===== src/rtl/core/bdc_pkg.sv =====
package bdc_pkg;

  // ASCII codes produced by the formatter
  localparam logic [7:0] ASCII_ZERO  = 8'd48;
  localparam logic [7:0] ASCII_COMMA = 8'd44;

  // Digits per thousands group
  localparam int unsigned GROUP_DIGITS = 3;

  // Commands from the controller to the datapath
  typedef struct packed {
    logic load;       // capture a new value, clear the BCD digits
    logic dabble;     // one shift-and-add-3 conversion step
    logic shift_dig;  // drop the top BCD digit, move the next one up
    logic sel_comma;  // present a comma rather than the top digit
  } bdc_cmd_t;

  // Status from the datapath to the controller
  typedef struct packed {
    logic top_zero;   // the top BCD digit is zero
  } bdc_status_t;

endpackage


===== src/rtl/core/binary_to_decimal_with_commas_unit.sv =====
// Formats an unsigned binary value as decimal ASCII text with a comma between
// every group of three digits, most significant digit first, no leading zeros
// (zero gives a single '0'). Pulse start while busy is low to hand over value_i;
// the unit then runs one shift-and-add-3 step per value bit (min(VALUE_BITS, 32)
// steps), then drops the leading zero digits one at a time, settles on the
// first digit and then emits the output characters in order. Each character
// appears on char_code_o for exactly one cycle with valid_o high, and last_o
// marks the final one; the receiver cannot stall, so it must take every
// character as it comes. busy is high from the cycle after start is taken until
// the last character, so the next item can be taken in the cycle after it.
module binary_to_decimal_with_commas_unit import bdc_pkg::*; #(
  parameter int unsigned VALUE_BITS = 32
) (
  input  logic        clk_i,
  input  logic        rst_ni,
  input  logic        start,
  output logic        busy,
  input  logic [31:0] value_i,
  output logic        valid_o,
  output logic [7:0]  char_code_o,
  output logic        last_o
);

  localparam int unsigned EffBits = (VALUE_BITS < 32) ? VALUE_BITS : 32;
  // decimal digits needed for EffBits bits: floor(EffBits * log10(2)) + 1
  localparam int unsigned NumDig  = ((EffBits * 1233) >> 12) + 1;

  bdc_cmd_t    cmd;
  bdc_status_t status;

  bdc_ctrl #(
    .EffBits(EffBits),
    .NumDig (NumDig)
  ) u_ctrl (
    .clk_i   (clk_i),
    .rst_ni  (rst_ni),
    .start   (start),
    .busy    (busy),
    .status_i(status),
    .cmd_o   (cmd),
    .valid_o (valid_o),
    .last_o  (last_o)
  );

  bdc_datapath #(
    .EffBits(EffBits),
    .NumDig (NumDig)
  ) u_datapath (
    .clk_i      (clk_i),
    .value_i    (value_i[EffBits-1:0]),
    .cmd_i      (cmd),
    .status_o   (status),
    .char_code_o(char_code_o)
  );

endmodule


===== src/rtl/core/bdc_datapath.sv =====
module bdc_datapath import bdc_pkg::*; #(
  parameter int unsigned EffBits = 32,
  parameter int unsigned NumDig  = 10
) (
  input  logic             clk_i,
  input  logic [EffBits-1:0] value_i,
  input  bdc_cmd_t         cmd_i,
  output bdc_status_t      status_o,
  output logic [7:0]       char_code_o
);

  localparam int unsigned BcdBits = NumDig * 4;

  logic [EffBits-1:0] bin_q, bin_d;
  logic [BcdBits-1:0] bcd_q, bcd_d;
  logic [BcdBits-1:0] bcd_adj;
  logic [3:0]         top_dig;

  // Add 3 to every digit of 5 or more before the shift
  always_comb begin
    for (int i = 0; i < NumDig; i++) begin
      if (bcd_q[i*4 +: 4] >= 4'd5) begin
        bcd_adj[i*4 +: 4] = bcd_q[i*4 +: 4] + 4'd3;
      end else begin
        bcd_adj[i*4 +: 4] = bcd_q[i*4 +: 4];
      end
    end
  end

  // Next value of the binary and BCD shift registers
  always_comb begin
    bin_d = bin_q;
    bcd_d = bcd_q;
    if (cmd_i.load) begin
      bin_d = value_i;
      bcd_d = '0;
    end else if (cmd_i.dabble) begin
      bin_d = {bin_q[EffBits-2:0], 1'b0};
      bcd_d = {bcd_adj[BcdBits-2:0], bin_q[EffBits-1]};
    end else if (cmd_i.shift_dig) begin
      bcd_d = {bcd_q[BcdBits-5:0], 4'b0000};
    end
  end

  // Payload registers, no reset
  always_ff @(posedge clk_i) begin
    bin_q <= bin_d;
    bcd_q <= bcd_d;
  end

  assign top_dig           = bcd_q[BcdBits-1 -: 4];
  assign status_o.top_zero = (top_dig == 4'd0);

  // Character presented on the result port
  assign char_code_o = cmd_i.sel_comma ? ASCII_COMMA : (ASCII_ZERO + {4'b0000, top_dig});

endmodule


===== src/rtl/core/bdc_ctrl.sv =====
module bdc_ctrl import bdc_pkg::*; #(
  parameter int unsigned EffBits = 32,
  parameter int unsigned NumDig  = 10
) (
  input  logic        clk_i,
  input  logic        rst_ni,
  input  logic        start,
  output logic        busy,
  input  bdc_status_t status_i,
  output bdc_cmd_t    cmd_o,
  output logic        valid_o,
  output logic        last_o
);

  localparam int unsigned CntW    = $clog2(EffBits + 1);
  localparam int unsigned RemW    = $clog2(NumDig + 1);
  localparam logic [1:0]  GrpInit = 2'((NumDig - 1) % GROUP_DIGITS);
  localparam logic [1:0]  GrpTop  = 2'(GROUP_DIGITS - 1);

  localparam logic [2:0] ST_IDLE  = 3'd0;
  localparam logic [2:0] ST_CONV  = 3'd1;
  localparam logic [2:0] ST_SKIP  = 3'd2;
  localparam logic [2:0] ST_EMIT  = 3'd3;
  localparam logic [2:0] ST_COMMA = 3'd4;

  logic [2:0]      state_q, state_d;
  logic [CntW-1:0] cnt_q, cnt_d;
  logic [RemW-1:0] rem_q, rem_d;   // digits still to be emitted
  logic [1:0]      grp_q, grp_d;   // (rem - 1) mod 3
  logic [1:0]      grp_dec;

  assign grp_dec = (grp_q == 2'd0) ? GrpTop : (grp_q - 2'd1);

  // Sequencer
  always_comb begin
    state_d = state_q;
    cnt_d   = cnt_q;
    rem_d   = rem_q;
    grp_d   = grp_q;
    cmd_o   = '0;
    valid_o = 1'b0;
    last_o  = 1'b0;
    unique case (state_q)
      ST_IDLE: begin
        if (start) begin
          cmd_o.load = 1'b1;
          cnt_d      = CntW'(EffBits);
          state_d    = ST_CONV;
        end
      end
      ST_CONV: begin
        cmd_o.dabble = 1'b1;
        cnt_d        = cnt_q - 1'b1;
        if (cnt_q == CntW'(1)) begin
          rem_d   = RemW'(NumDig);
          grp_d   = GrpInit;
          state_d = ST_SKIP;
        end
      end
      ST_SKIP: begin
        // drop leading zeros, always keep the last digit
        if (status_i.top_zero && (rem_q > RemW'(1))) begin
          cmd_o.shift_dig = 1'b1;
          rem_d           = rem_q - 1'b1;
          grp_d           = grp_dec;
        end else begin
          state_d = ST_EMIT;
        end
      end
      ST_EMIT: begin
        valid_o = 1'b1;
        if (rem_q == RemW'(1)) begin
          last_o  = 1'b1;
          state_d = ST_IDLE;
        end else begin
          cmd_o.shift_dig = 1'b1;
          rem_d           = rem_q - 1'b1;
          grp_d           = grp_dec;
          if (grp_q == 2'd0) begin
            state_d = ST_COMMA;
          end
        end
      end
      ST_COMMA: begin
        valid_o         = 1'b1;
        cmd_o.sel_comma = 1'b1;
        state_d         = ST_EMIT;
      end
      default: begin
        state_d = ST_IDLE;
      end
    endcase
  end

  always_ff @(posedge clk_i or negedge rst_ni) begin
    if (!rst_ni) begin
      state_q <= ST_IDLE;
      cnt_q   <= '0;
      rem_q   <= '0;
      grp_q   <= '0;
    end else begin
      state_q <= state_d;
      cnt_q   <= cnt_d;
      rem_q   <= rem_d;
      grp_q   <= grp_d;
    end
  end

  assign busy = (state_q != ST_IDLE);

  // Checks
  a_last_valid: assert property (@(posedge clk_i) disable iff (!rst_ni)
    last_o |-> valid_o) else $error("last without a character");

  a_last_idle: assert property (@(posedge clk_i) disable iff (!rst_ni)
    (valid_o && last_o) |=> !busy) else $error("still busy after last character");

  a_start_conv: assert property (@(posedge clk_i) disable iff (!rst_ni)
    (start && !busy) |=> (state_q == ST_CONV)) else $error("item not taken into conversion");

  a_comma_group: assert property (@(posedge clk_i) disable iff (!rst_ni)
    (state_q == ST_COMMA) |-> (rem_q >= RemW'(GROUP_DIGITS))) else $error("comma misplaced");

  a_comma_follow: assert property (@(posedge clk_i) disable iff (!rst_ni)
    (state_q == ST_COMMA) |=> (valid_o && !cmd_o.sel_comma)) else $error("comma not followed by digit");

endmodule

===== config.mk =====
export PLATFORM = sky130hd
export DESIGN_NAME = binary_to_decimal_with_commas_unit
export DESIGN_NICKNAME = d
export VERILOG_FILES = /design/src/rtl/core/bdc_pkg.sv /design/src/rtl/core/binary_to_decimal_with_commas_unit.sv /design/src/rtl/core/bdc_datapath.sv /design/src/rtl/core/bdc_ctrl.sv
export SDC_FILE = /design/constraint.sdc
export NUM_CORES = 1
export LEC_CHECK = 0
export ABC_AREA = 1
export BUFFER_PORTS_ARGS = -buffer_cell sky130_fd_sc_hd__buf_2
export CAP_MARGIN = 30
export CELL_PAD_IN_SITES_DETAIL_PLACEMENT = 0
export CELL_PAD_IN_SITES_GLOBAL_PLACEMENT = 1
export CORE_MARGIN = 5
export CORE_UTILIZATION = 47
export CTS_CLUSTER_DIAMETER = 200
export DETAILED_ROUTE_END_ITERATION = 6
export PLACE_DENSITY = 0.95
export REMOVE_ABC_BUFFERS = 1
export SLEW_MARGIN = 20
export SYNTH_ARGS = -nofsm -noshare
export SYNTH_HDL_FRONTEND = slang
export SYNTH_SLANG_ARGS = --single-unit

===== constraint.sdc =====
create_clock -name clk_i -period 3.8 [get_ports clk_i]
set_input_delay 0.57 -clock clk_i [delete_from_list [all_inputs] [get_ports clk_i]]
set_output_delay 0.57 -clock clk_i [all_outputs]
set_load 0.02 [all_outputs]

* Word-level counts from Yosys, hierarchy flattened
Index checks and enable logic that the tools add are counted.
Storage, ports and cells: bits in registers 87, bits of input ports 35, output and inout port bits 11, logic and storage cells 98
Cells by class: add/sub/neg operators 14, magnitude comparators 11, eq/ne operators 12, multiplexer cells 42, reductions and logical operators 13
Operators by type and width (number):
- 40-bit two-way mux | 2
- 32-bit two-way mux | 2
- 4-bit two-way mux | 12
- 4-bit by 3-bit greater-or-equal comparator with 1-bit output (second input constant) | 10
- 4-bit by 2-bit adder with 4-bit output (second input constant) | 9
- 3-bit two-way mux | 6
- 3-bit one-hot mux with 5 select lines | 1
- 4-bit one-hot mux with 3 select lines | 1
- 6-bit one-hot mux with 2 select lines | 1
- 1-bit two-way mux | 9
- 2-bit two-way mux | 4
- 8-bit two-way mux | 1
- 4-bit AND reduction | 2
- 6-bit by 4-bit adder with 7-bit output (first input constant) | 1
- 3-bit by 2-bit == test with 1-bit output (second input constant) | 2
- 6-bit by 1-bit == test with 1-bit output (second input constant) | 1
- 6-bit two-way mux | 1
- 2-bit inequality test (second input constant) | 3
- 2-bit one-hot mux with 3 select lines | 1
- 2-bit nonzero test | 3
- 3-bit nonzero test | 2
- 6-bit by 1-bit subtractor with 6-bit output (second input constant) | 1
- 4-bit by 1-bit == test with 1-bit output (second input constant) | 1
- 4-bit by 1-bit greater-than comparator with 1-bit output (second input constant) | 1
- other kinds (14) | 15

* Logic depth before layout (Yosys ltp)
Gate-level depths: netlist (run 1).
word-level depth 6, gate-level depth with buffers 12, gate-level depth less buffers 10

* By module
Synthesis (run 1) repeated with hierarchy kept, for this count alone.
Unflattened totals: cells, all modules 712, area total of the unflattened synthesis 5198.7 um^2
Modules (own cells, without submodules):
- bdc_datapath | instances 1, cells each 573, area an instance 4207.8 um^2, seq. area each 1761.7 um^2
- bdc_ctrl | instances 1, cells each 139, area an instance 991.0 um^2, seq. area each 375.4 um^2

* Worst setup path after synthesis (run 1)
No wires, ideal clock.
path type input port to flip-flop, from in start, to reg u_datapath.bin_q[0] (enable), library setup time 387 ps, arrival time 1455 ps, data required time 3413 ps, slack 1958 ps, stages 4, buffers on the path 0, path through inv_1 nand3_1 nand2_1 inv_1
On the way: longest elaborated chain between the ends 3
Ends and longest elaborated chain:
- from (decl) | line binary_to_decimal_with_commas_unit.sv:16 | input logic start,
- 1-bit two-way mux | line bdc_ctrl.sv:45 | if (start) begin
- 1-bit two-way mux | line bdc_ctrl.sv:43 | unique case (state_q)
- 2-bit nonzero test (no line)
- to (signal assigned) | line bdc_datapath.sv:47 | bin_q <= bin_d;
- to (decl) | line bdc_datapath.sv:14 | logic [EffBits-1:0] bin_q, bin_d;
No other way between the ends. A chain may end at the register's enable or synchronous reset.

* Worst setup path in the final report (run 1)
from reg u_ctrl.state_q[1], to reg u_datapath.bcd_q[34]
On the way: longest elaborated chain between the ends 3, elaborated cells between the ends (all ways) 9, those cells by class eq/ne (3); mux (4); reduce/logical (2)
Ends and longest elaborated chain:
- from (decl) | line bdc_ctrl.sv:26 | logic [2:0] state_q, state_d;
- from (signal assigned) | line bdc_ctrl.sv:102 | state_q <= state_d;
- 3-bit by 2-bit == test with 1-bit output or 3-bit by 1-bit == test with 1-bit output (tied branches) | line bdc_ctrl.sv:43
- 1-bit one-hot mux with 2 select lines or 1-bit two-way mux (tied branches) | line bdc_ctrl.sv:43
- 2-bit nonzero test (no line) or 40-bit two-way mux (tied branches)
- to (signal assigned) | line bdc_datapath.sv:48 | bcd_q <= bcd_d;
- to (decl) | line bdc_datapath.sv:15 | logic [BcdBits-1:0] bcd_q, bcd_d;
Several ways; a longest one is shown, not always the timed one.

==> results.sh, run 1 <==
export IMPL_status="finished, final reports clean"
export IMPL_crit_type="register to register"
export IMPL_initialDrtViolationCount=219
export IMPL_grt_ovfl_total=0
export IMPL_crit_chain="nor2_2 > nand2_1 > nor2_2 > buf_4 > inv_2 > buf_4 > o21ai_0 > nor2_1"
export IMPL_synth_top_family_by_area="simple AND/OR/NAND/NOR gates"
export IMPL_setup_viol=0
export IMPL_skew_ps=15.5
export IMPL_insertion_delay_ps=370
export IMPL_clock_tree_buffer_depth=2
export IMPL_slew_viol_final=0
export IMPL_nNetsFinal=805
export IMPL_ys_types=31
export IMPL_io_pins=46
export IMPL_via_count=4407
export IMPL_viasPerCell=4.96
export IMPL_area_growth_pct=9.60
export IMPL_endpoint_kind="register"
export IMPL_die_area_um2=13000
export IMPL_cpMaxStageDelayCell="dfrtp_1"
export IMPL_yosysWarnings=0
export IMPL_die_w_um=114
export IMPL_num_antenna_cells=0
export IMPL_synthAdderAreaFrac_pct=6.63
export IMPL_drc=0
export IMPL_min_period_over_period_pct=59.4
export IMPL_postCtsResizedCells=0
export IMPL_maxCapViolCount=0
export IMPL_htree_levels=3
export IMPL_wl_per_cell_um=11.6
export IMPL_hold_buffers=0
export IMPL_grtUsageTotal_pct=16.0
export IMPL_syn_avg_cell_area_um2=7.14
export IMPL_slew_limit_headroom_pct=57.3
export IMPL_final_setup_tns_ps=0
export IMPL_die_h_um=114
export IMPL_cp_max_fo=41
export IMPL_cts_root_buf="clkbuf_8"
export IMPL_cts_tree="yes"
export IMPL_grt_pass1_vias=4106
export IMPL_min_period_ps=2260
export IMPL_cp_top_family="buffers and inverters"
export IMPL_io_buffers=42
export IMPL_dpl_hpwl_um=6820
export IMPL_layout_drive_gt1_share_pct=10.2
export IMPL_antenna_found_initial=0
export IMPL_row_count=38
export IMPL_r2r_slack_ps=1540
export IMPL_finalPower_mw=5.61
export IMPL_start_util_pct=47.4
export IMPL_synth_xor_area_share_pct=1.20
export IMPL_pwr_density_cell_nw_per_um2=1010
export IMPL_p_leak_nw=2.72
export IMPL_fillCellCount=1045
export IMPL_setup_worst_path_start_class="register"
export IMPL_max_clock_freq_mhz=443
export IMPL_synthCells=713
export IMPL_hold_path_class="primary input to async pin"
export IMPL_postRouteAntennaNets=0
export IMPL_yosysSeqAreaShare_pct=42.0
export IMPL_arrival_ps=2510
export IMPL_coreArea_um2=10700
export IMPL_firstDrtPassIters=5
export IMPL_clk_pin_slew_ps=90
export IMPL_synthesis_area_um2=5090
export IMPL_hold_viol=0
export IMPL_synth_area_mux_share_pct=0
export IMPL_required_ps=4050
export IMPL_whs_ps=102
export IMPL_fin_util_pct=52.0
export IMPL_postCtsSetupRepairBufs=0
export IMPL_synth_compound_area_share_pct=12.5
export IMPL_tritoncts_num_buffers=9
export IMPL_grt_pass1_wl_um=17400
export IMPL_place_congestion=0.856
export IMPL_max_stage_delay_ps=450
export IMPL_drt_wl_total_um=10300
export IMPL_ir_drop_uv=403
export IMPL_path_buf_inv=3
export IMPL_worst_slew_pin_transition_ps=639
export IMPL_yosys_area_share_simple_pct=28.1
export IMPL_rsz0062_at_grt="no"
export IMPL_synth_seq_cells=87
export IMPL_mostFrequentLayoutCell="nand2_1"
export IMPL_layout_common_cells="nand2_1, nor2_1, inv_1, o21ai_0, buf_2"
export IMPL_cts_num_sinks=87
export IMPL_grt_max_degree=58
==> per-stage QoR <==
stage          setup WS [ps]  std cells  instance area, um2
6_report                1540        888                5580
5_1_grt                 1340        888                5580
4_1_cts                 1430        887                5560
3_5_place_dp            1450        871                5330
3_3_place_gp            1500        871                5330
2_1_floorplan           1230        684                4910
==> kinds of logic (layout without fill, tap and decap cells) <==
kind of cell             Yosys count  count (layout)
AND/OR/NAND/NOR                  357             357
adder cells (fa/ha/maj)           27              27
XOR/XNOR                           7               7
AO/OA/AOI/OAI                    125             125
flip-flops                        87              87
buffers and inverters            108             142
other                              2               3
==> final cells by class <==
type                            instances  area (um2)  share of cell area, %
Multi-Input combinational cell        519        2480                   44.4
Sequential cell                        87        2140                   38.3
Inverter                               78         295                   5.29
Timing Repair Buffer                   48         275                   4.93
Tap cell                              140         175                   3.14
Clock buffer                           10         128                   2.29
Clock inverter                          6        93.8                   1.68
==> worst reg2reg max path: cells and delay by family (launching register included) <==
| kind | cells | cell delay, ps |
|---|---|---|
| buf+inv | 3 | 1090 |
| simple gates | 4 | 490 |
| flops | 1 | 450 |
| compound gates | 1 | 120 |
==> final timing paths <==
path	to	cells after the start	from
max in group asynchronous	u_ctrl.cnt_q[5]	1	rst_ni
min reg2reg	u_datapath.bcd_q[3]	2	u_datapath.bcd_q[3]
max	u_datapath.bcd_q[34]	8	u_ctrl.state_q[1]
max reg2reg	u_datapath.bcd_q[34]	8	u_ctrl.state_q[1]
min	u_ctrl.state_q[1]	1	rst_ni
min in group clk_i	u_datapath.bin_q[16]	3	value_i[16]
==> routing by layer <==
metal / track usage [%] / share of wire, % / up-vias
li1: - / - / 2335
met1: 19.3 / 47 / 2005
met2: 27.9 / 48 / 56
met3: 3.01 / 3.5 / 11
met4: 6.18 / 1.4 / 0
met5: 0 / 0 / -
==> power breakdown <==
part           total, mW  leakage (nW)  internal, mW  switching [mW]
logic               2.95          1.77          1.04            1.92
registers           1.93         0.843          1.59           0.344
clock network      0.727         0.107         0.377           0.351
==> Yosys cell counts (all sizes together) <==
cell     instances  area share, %
nand3           33            3.3
buf             22            3.0
o22ai            3           0.37
a22oi            1           0.15
a21oi           28            2.8
xor2             7            1.2
inv             78            5.8
nand4            7           0.86
o211ai           1           0.15
o2bb2ai          1           0.17
clkbuf           8           0.61
nor2            94            7.1
dfrtp           15            7.4
ha              27            6.6
nand2          216             16
o21ai           91            8.9
conb             2           0.15
nor3             5           0.49
and2             2           0.25
edfxtp          32             19
dfxtp           40             16
==> registers in the layout, summed over array words and instances (netlist names) <==
name              cells
u_datapath.bin_q     32
u_ctrl.cnt_q          6
u_datapath.bcd_q     40
u_ctrl.rem_q          4
u_ctrl.grp_q          2
u_ctrl.state_q        3
Note: power is estimated with default switching activity, not from simulation.
==> inputs of run 2 (changes only) <==
ABC_AREA = 0   (was 1)
CORE_UTILIZATION = 41   (was 47)
PLACE_DENSITY = 0.86   (was 0.95)
clock period = 2 ns   (was 3.8 ns; I/O delays follow)
==> results.sh, run 2 <==
export IMPL_status="finished, final reports clean"
export IMPL_setup_worst_path_start_class="register"
export IMPL_rr_startpoint="u_ctrl.rem_q[1]"
export IMPL_hold_viol=0
export IMPL_switchingPower_mw=5.50
export IMPL_clock_tree_buffer_depth=2
export IMPL_p_int_mw=7.20
export IMPL_p_clk_share_pct=14.2
export IMPL_io_buffers=42
export IMPL_area_growth_pct=20.9
export IMPL_syn_avg_cell_area_um2=8.27
export IMPL_die_h_um=120
export IMPL_p_sw_share_pct=43.3
export IMPL_cts_num_sinks=87
export IMPL_dp_slack_ps=-8.68
export IMPL_firstDrtPassIters=5
export IMPL_yosys_area_top_type="edfxtp_1"
export IMPL_grtUsageTotal_pct=15.5
export IMPL_placed_cells=767
export IMPL_wl_per_cell_um=14.8
export IMPL_arrival_ps=1630
export IMPL_p_comb_share_pct=55.4
export IMPL_synth_seq_cells=87
export IMPL_row_count=40
export IMPL_start_util_pct=41.5
export IMPL_initialDrtViolationCount=221
export IMPL_grt_max_degree=69
export IMPL_synth_top_cell_area_share_pct=19.5
export IMPL_p_leak_nw=2.52
export IMPL_rr_worst_depth=7
export IMPL_htree_levels=3
export IMPL_coreArea_um2=11900
export IMPL_final_setup_tns_ps=0
export IMPL_setup_viol=0
export IMPL_ys_types=46
export IMPL_synthCells=595
export IMPL_slew_viol_final=0
export IMPL_pwr_density_cell_nw_per_um2=2140
export IMPL_whs_ps=217
export IMPL_largest_register="u_datapath.bcd_q"
export IMPL_fillCellCount=1069
export IMPL_antenna_found_initial=0
export IMPL_yosysWarnings=0
export IMPL_ys_flop_type="dfxtp_1"
export IMPL_finalWorstSetupSlack_ps=73.6
export IMPL_cp_max_fo=2
export IMPL_grt_pass1_wl_um=18600
export IMPL_layout_drive_gt1_share_pct=16.8
export IMPL_min_period_ps=1930
export IMPL_max_clock_freq_mhz=519
export IMPL_nNetsFinal=704
export IMPL_top_regs="u_datapath.bcd_q x40, u_datapath.bin_q x32, u_ctrl.cnt_q x6"
export IMPL_viasPerCell=5.50
export IMPL_dpl_hpwl_um=7040
export IMPL_cts_root_buf="clkbuf_16"
export IMPL_io_pins=46
export IMPL_drc=0
export IMPL_mostFrequentLayoutCell="nand2_1"
export IMPL_yosysMostFrequentCell="nand2_1"
export IMPL_crit_type="register to output pin"
export IMPL_die_area_um2=14300
export IMPL_layout_common_cells="nand2_1, a21oi_1, buf_2, dfxtp_1, o21ai_0"
export IMPL_rsz0062_at_grt="yes"
export IMPL_num_antenna_cells=0
export IMPL_postRouteAntennaNets=0
export IMPL_min_period_over_period_pct=96.3
export IMPL_synthArstFlopShare_pct=17.2
export IMPL_hold_path_class="primary input to register"
export IMPL_largest_register_ffs=40
export IMPL_via_count=4369
export IMPL_clk_pin_slew_ps=70
export IMPL_synth_edf_count=32
export IMPL_yosysSeqAreaShare_pct=43.4
export IMPL_tritoncts_num_buffers=9
export IMPL_fin_util_pct=50.1
export IMPL_die_w_um=120
export IMPL_grt_pass1_vias=4161
export IMPL_sequentialPowerShare_pct=30.4
export IMPL_design_area_um2=5950
export IMPL_finalPower_mw=12.7
export IMPL_r2r_slack_ps=100
export IMPL_skew_ps=7.39
export IMPL_synthesis_area_um2=4920
export IMPL_r2r_end="u_ctrl.rem_q[3]"
export IMPL_ir_drop_uv=1360
export IMPL_min_from="value_i[17]"
export IMPL_endpoint_kind="output pin"
export IMPL_synth_common_cells="nand2_1, a21oi_1, o21ai_0"
export IMPL_drt_wl_total_um=11800
export IMPL_holdPathEnd="u_datapath.bin_q[17]"
export IMPL_grt_ovfl_total=0
export IMPL_hold_depth=3
export IMPL_insertion_delay_ps=340
export IMPL_cts_tree="yes"
export IMPL_required_ps=1700
export IMPL_placed_area_um2=5350
export IMPL_final_cell_count_no_fill=794
export IMPL_yosys_top_cells_area="edfxtp_1, dfxtp_1, nand2_1, dfrtp_1, ha_1"
export IMPL_maxCapViolCount=0
export IMPL_place_congestion=0.875
-- run 2: how the worst max path moves through the flow --
stage                                      to  depth (start not counted)              start  slack (ps)
final                                  last_o                          5    u_ctrl.rem_q[1]          70
after global routing                   last_o                          5    u_ctrl.rem_q[1]          -7
after CTS                 u_datapath.bcd_q[3]                          9    u_ctrl.rem_q[1]          10
after detailed placement  u_datapath.bcd_q[3]                          9    u_ctrl.rem_q[1]          -9
after global placement    u_datapath.bcd_q[3]                          8    u_ctrl.rem_q[1]          60
after floorplan               u_ctrl.cnt_q[4]                          4  u_ctrl.state_q[0]       -2850
-- run 2: final cells by class --
cell class / count / area [um2] / area share (%)
Timing Repair Buffer: 72 / 588 / 9.89
Inverter: 29 / 109 / 1.83
Sequential cell: 87 / 2140 / 35.9
Clock buffer: 10 / 229 / 3.85
Tap cell: 147 / 184 / 3.09
Clock inverter: 6 / 85.1 / 1.43
Multi-Input combinational cell: 443 / 2620 / 44.0
-- run 2: layer usage --
metal  GRT usage (%)  vias to the layer above  part of all wire, %  wire [um]
met4            5.01                        0                  1.8        214
li1                -                     2151                    -          -
met1            19.5                     2118                   47       5530
met2            26.9                       84                   48       5620
met5               0                        -                    0          0
met3            2.73                       16                  3.3        392
-- run 2: power by group through the flow --
stage          Sequential (mW)  Combinational, mW  Clock, mW
4_1_cts                   3.82               6.02       1.83
2_1_floorplan             3.66               4.09          0
3_3_place_gp              3.79               5.75          0
6_report                  3.87               7.03       1.80
5_1_grt                   3.98               7.87       1.90
3_5_place_dp              3.83               5.96          0
-- run 2: logic make-up (layout without fill, tap and decap cells) --
group           count (synthesis)  count (layout)  synth area share (%)
flops                          87              87                  43.4
simple gates                  239             239                  22.0
other cells                     2               3                 0.153
xor+xnor                       15              15                  2.67
compound gates                158             158                  18.9
buf+inv                        66             117                  5.80
mux                             1               1                 0.204
fa+ha+maj                      27              27                  6.87
-- run 2: worst max-delay path, cell delays in order, from the launching register on --
cell	delay (ps)
dfrtp_1	390
inv_2	70
ha_1	170
or3b_4	400
nor2_2	120
buf_4	140
-- run 2: repair_timing --
item / 4_1_cts / 5_1_grt
hold endpoints to repair: 15 / 0
gates cloned: 0 / 7
hold buffers: 1 / 0
pin swaps: 0 / 5
setup buffers: 0 / 3
setup endpoints to repair: 5 / 83
gates resized for setup: 4 / 31
==> inputs of run 3 (changes only) <==
RECOVER_POWER = 100   (was unset)
==> results.sh, run 3 (same netlist as run 2, synthesis figures left out) <==
export IMPL_required_ps=1700
export IMPL_die_area_um2=14300
export IMPL_grt_pass1_wl_um=18600
export IMPL_whs_ps=217
export IMPL_grt_use_met2_pct=26.9
export IMPL_final_setup_tns_ps=0
export IMPL_area_growth_pct=20.8
export IMPL_placed_area_um2=5350
export IMPL_drt_wl_total_um=11800
export IMPL_arrival_ps=1630
export IMPL_endpoint_kind="output pin"
export IMPL_rr_worst_depth=7
export IMPL_pwr_density_cell_nw_per_um2=2140
export IMPL_fillCellCount=1072
export IMPL_coreArea_um2=11900
export IMPL_top_usage_layer="met2"
export IMPL_hold_depth=3
export IMPL_start_util_pct=41.5
export IMPL_dpl_hpwl_um=7040
export IMPL_top_regs="u_datapath.bcd_q x40, u_datapath.bin_q x32, u_ctrl.cnt_q x6"
export IMPL_cts_root_buf="clkbuf_16"
export IMPL_crit_type="register to output pin"
export IMPL_design_area_um2=5940
export IMPL_worst_slew_pin_transition_ps=859
export IMPL_nNetsFinal=704
export IMPL_p_leak_nw=2.52
export IMPL_grt_met1_usage_pct=19.5
export IMPL_initialDrtViolationCount=208
export IMPL_fin_util_pct=50.1
export IMPL_antenna_found_initial=0
export IMPL_die_h_um=120
export IMPL_num_antenna_cells=0
export IMPL_clock_tree_buffer_depth=2
export IMPL_postRouteAntennaNets=0
export IMPL_wl_per_cell_um=14.8
export IMPL_tritoncts_num_buffers=9
export IMPL_rsz0062_at_grt="yes"
export IMPL_row_count=40
export IMPL_finalPower_mw=12.7
export IMPL_setup_worst_path_start_class="register"
export IMPL_hold_viol=0
export IMPL_grtUsageMet3_pct=2.73
export IMPL_dp_slack_ps=-8.68
export IMPL_io_pins=46
export IMPL_clk_pin_slew_ps=70
export IMPL_via_count=4365
export IMPL_layout_drive_gt1_share_pct=16.5
export IMPL_viasPerCell=5.50
export IMPL_cp_max_fo=2
export IMPL_placed_cells=767
export IMPL_final_cell_count_no_fill=794
export IMPL_hold_path_class="primary input to register"
export IMPL_cts_tree="yes"
export IMPL_drc=0
export IMPL_io_buffers=42
export IMPL_die_w_um=120
export IMPL_maxCapViolCount=0
export IMPL_grt_max_degree=69
export IMPL_slew_limit_headroom_pct=42.7
export IMPL_grt_pass1_vias=4161
export IMPL_place_congestion=0.875
export IMPL_htree_levels=3
export IMPL_min_period_over_period_pct=96.3
export IMPL_status="finished, final reports clean"
export IMPL_layout_common_cells="nand2_1, a21oi_1, buf_2, dfxtp_1, o21ai_0"
export IMPL_finalWorstSetupSlack_ps=73.7
export IMPL_cts_num_sinks=87
export IMPL_largest_register="u_datapath.bcd_q"
export IMPL_mostFrequentLayoutCell="nand2_1"
export IMPL_min_period_ps=1930
export IMPL_slew_viol_final=0
export IMPL_largest_register_ffs=40
export IMPL_max_clock_freq_mhz=519
export IMPL_firstDrtPassIters=5
export IMPL_grt_ovfl_total=0
export IMPL_ir_drop_uv=1350
export IMPL_skew_ps=7.63
export IMPL_grtUsageTotal_pct=15.5
export IMPL_setup_viol=0
export IMPL_insertion_delay_ps=340
==> run 3: cell count changes in the layout (fill, tap and decap cells not counted), sizes merged <==
cell | previous run | this run
buf | 67 | 64
clkbuf | 14 | 17
==> run 3: critical path, cell delays in order, from the launching register on <==
cell,delay (ps)
dfrtp_1,390
inv_2,70
ha_1,160
or3b_4,400
nor2_2,120
buf_4,140
==> run 3: metal layers <==
metal | share of wire (%) | up-vias | wire, um
met5 | 0 | - | 0
met4 | 1.9 | 0 | 225
met3 | 3.7 | 16 | 433
met2 | 48 | 94 | 5660
met1 | 46 | 2100 | 5470
li1 | - | 2155 | -
==> run 3: final timing paths <==
check | startpoint | endpoint | slack (ps)
max in group asynchronous | rst_ni | u_ctrl.cnt_q[5] | 890
setup reg to reg | u_ctrl.rem_q[1] | u_ctrl.rem_q[3] | 100
hold reg to reg | u_datapath.bcd_q[13] | u_datapath.bcd_q[17] | 510
hold / removal | value_i[17] | u_datapath.bin_q[17] | 220
setup / recovery | u_ctrl.rem_q[1] | last_o | 70
min in group asynchronous | rst_ni | u_ctrl.rem_q[0] | 580
==> run 3: timing repair <==
item | 4_1_cts | 5_1_grt
pin swaps | 0 | 5
buffers inserted | 0 | 3
hold endpoints to repair | 15 | 0
gates resized for setup | 4 | 31
setup endpoints to repair | 5 | 83
hold buffers | 1 | 0
cloned | 0 | 7
==> run 3: cell type report <==
class | instances | area, um2 | area share (%)
clock inverters | 6 | 85.1 | 1.43
clock buffers | 10 | 229 | 3.86
repair buffers | 72 | 581 | 9.77
well taps | 147 | 184 | 3.10
multi-input cells | 443 | 2620 | 44.0
inverters | 29 | 109 | 1.83
flip-flops and latches | 87 | 2140 | 36.0
==> run 3: report_power, final <==
part	internal, mW	switching [mW]	total (mW)
clock	1.09	0.700	1.79
combinational	3.06	3.96	7.02
sequential	3.03	0.836	3.87
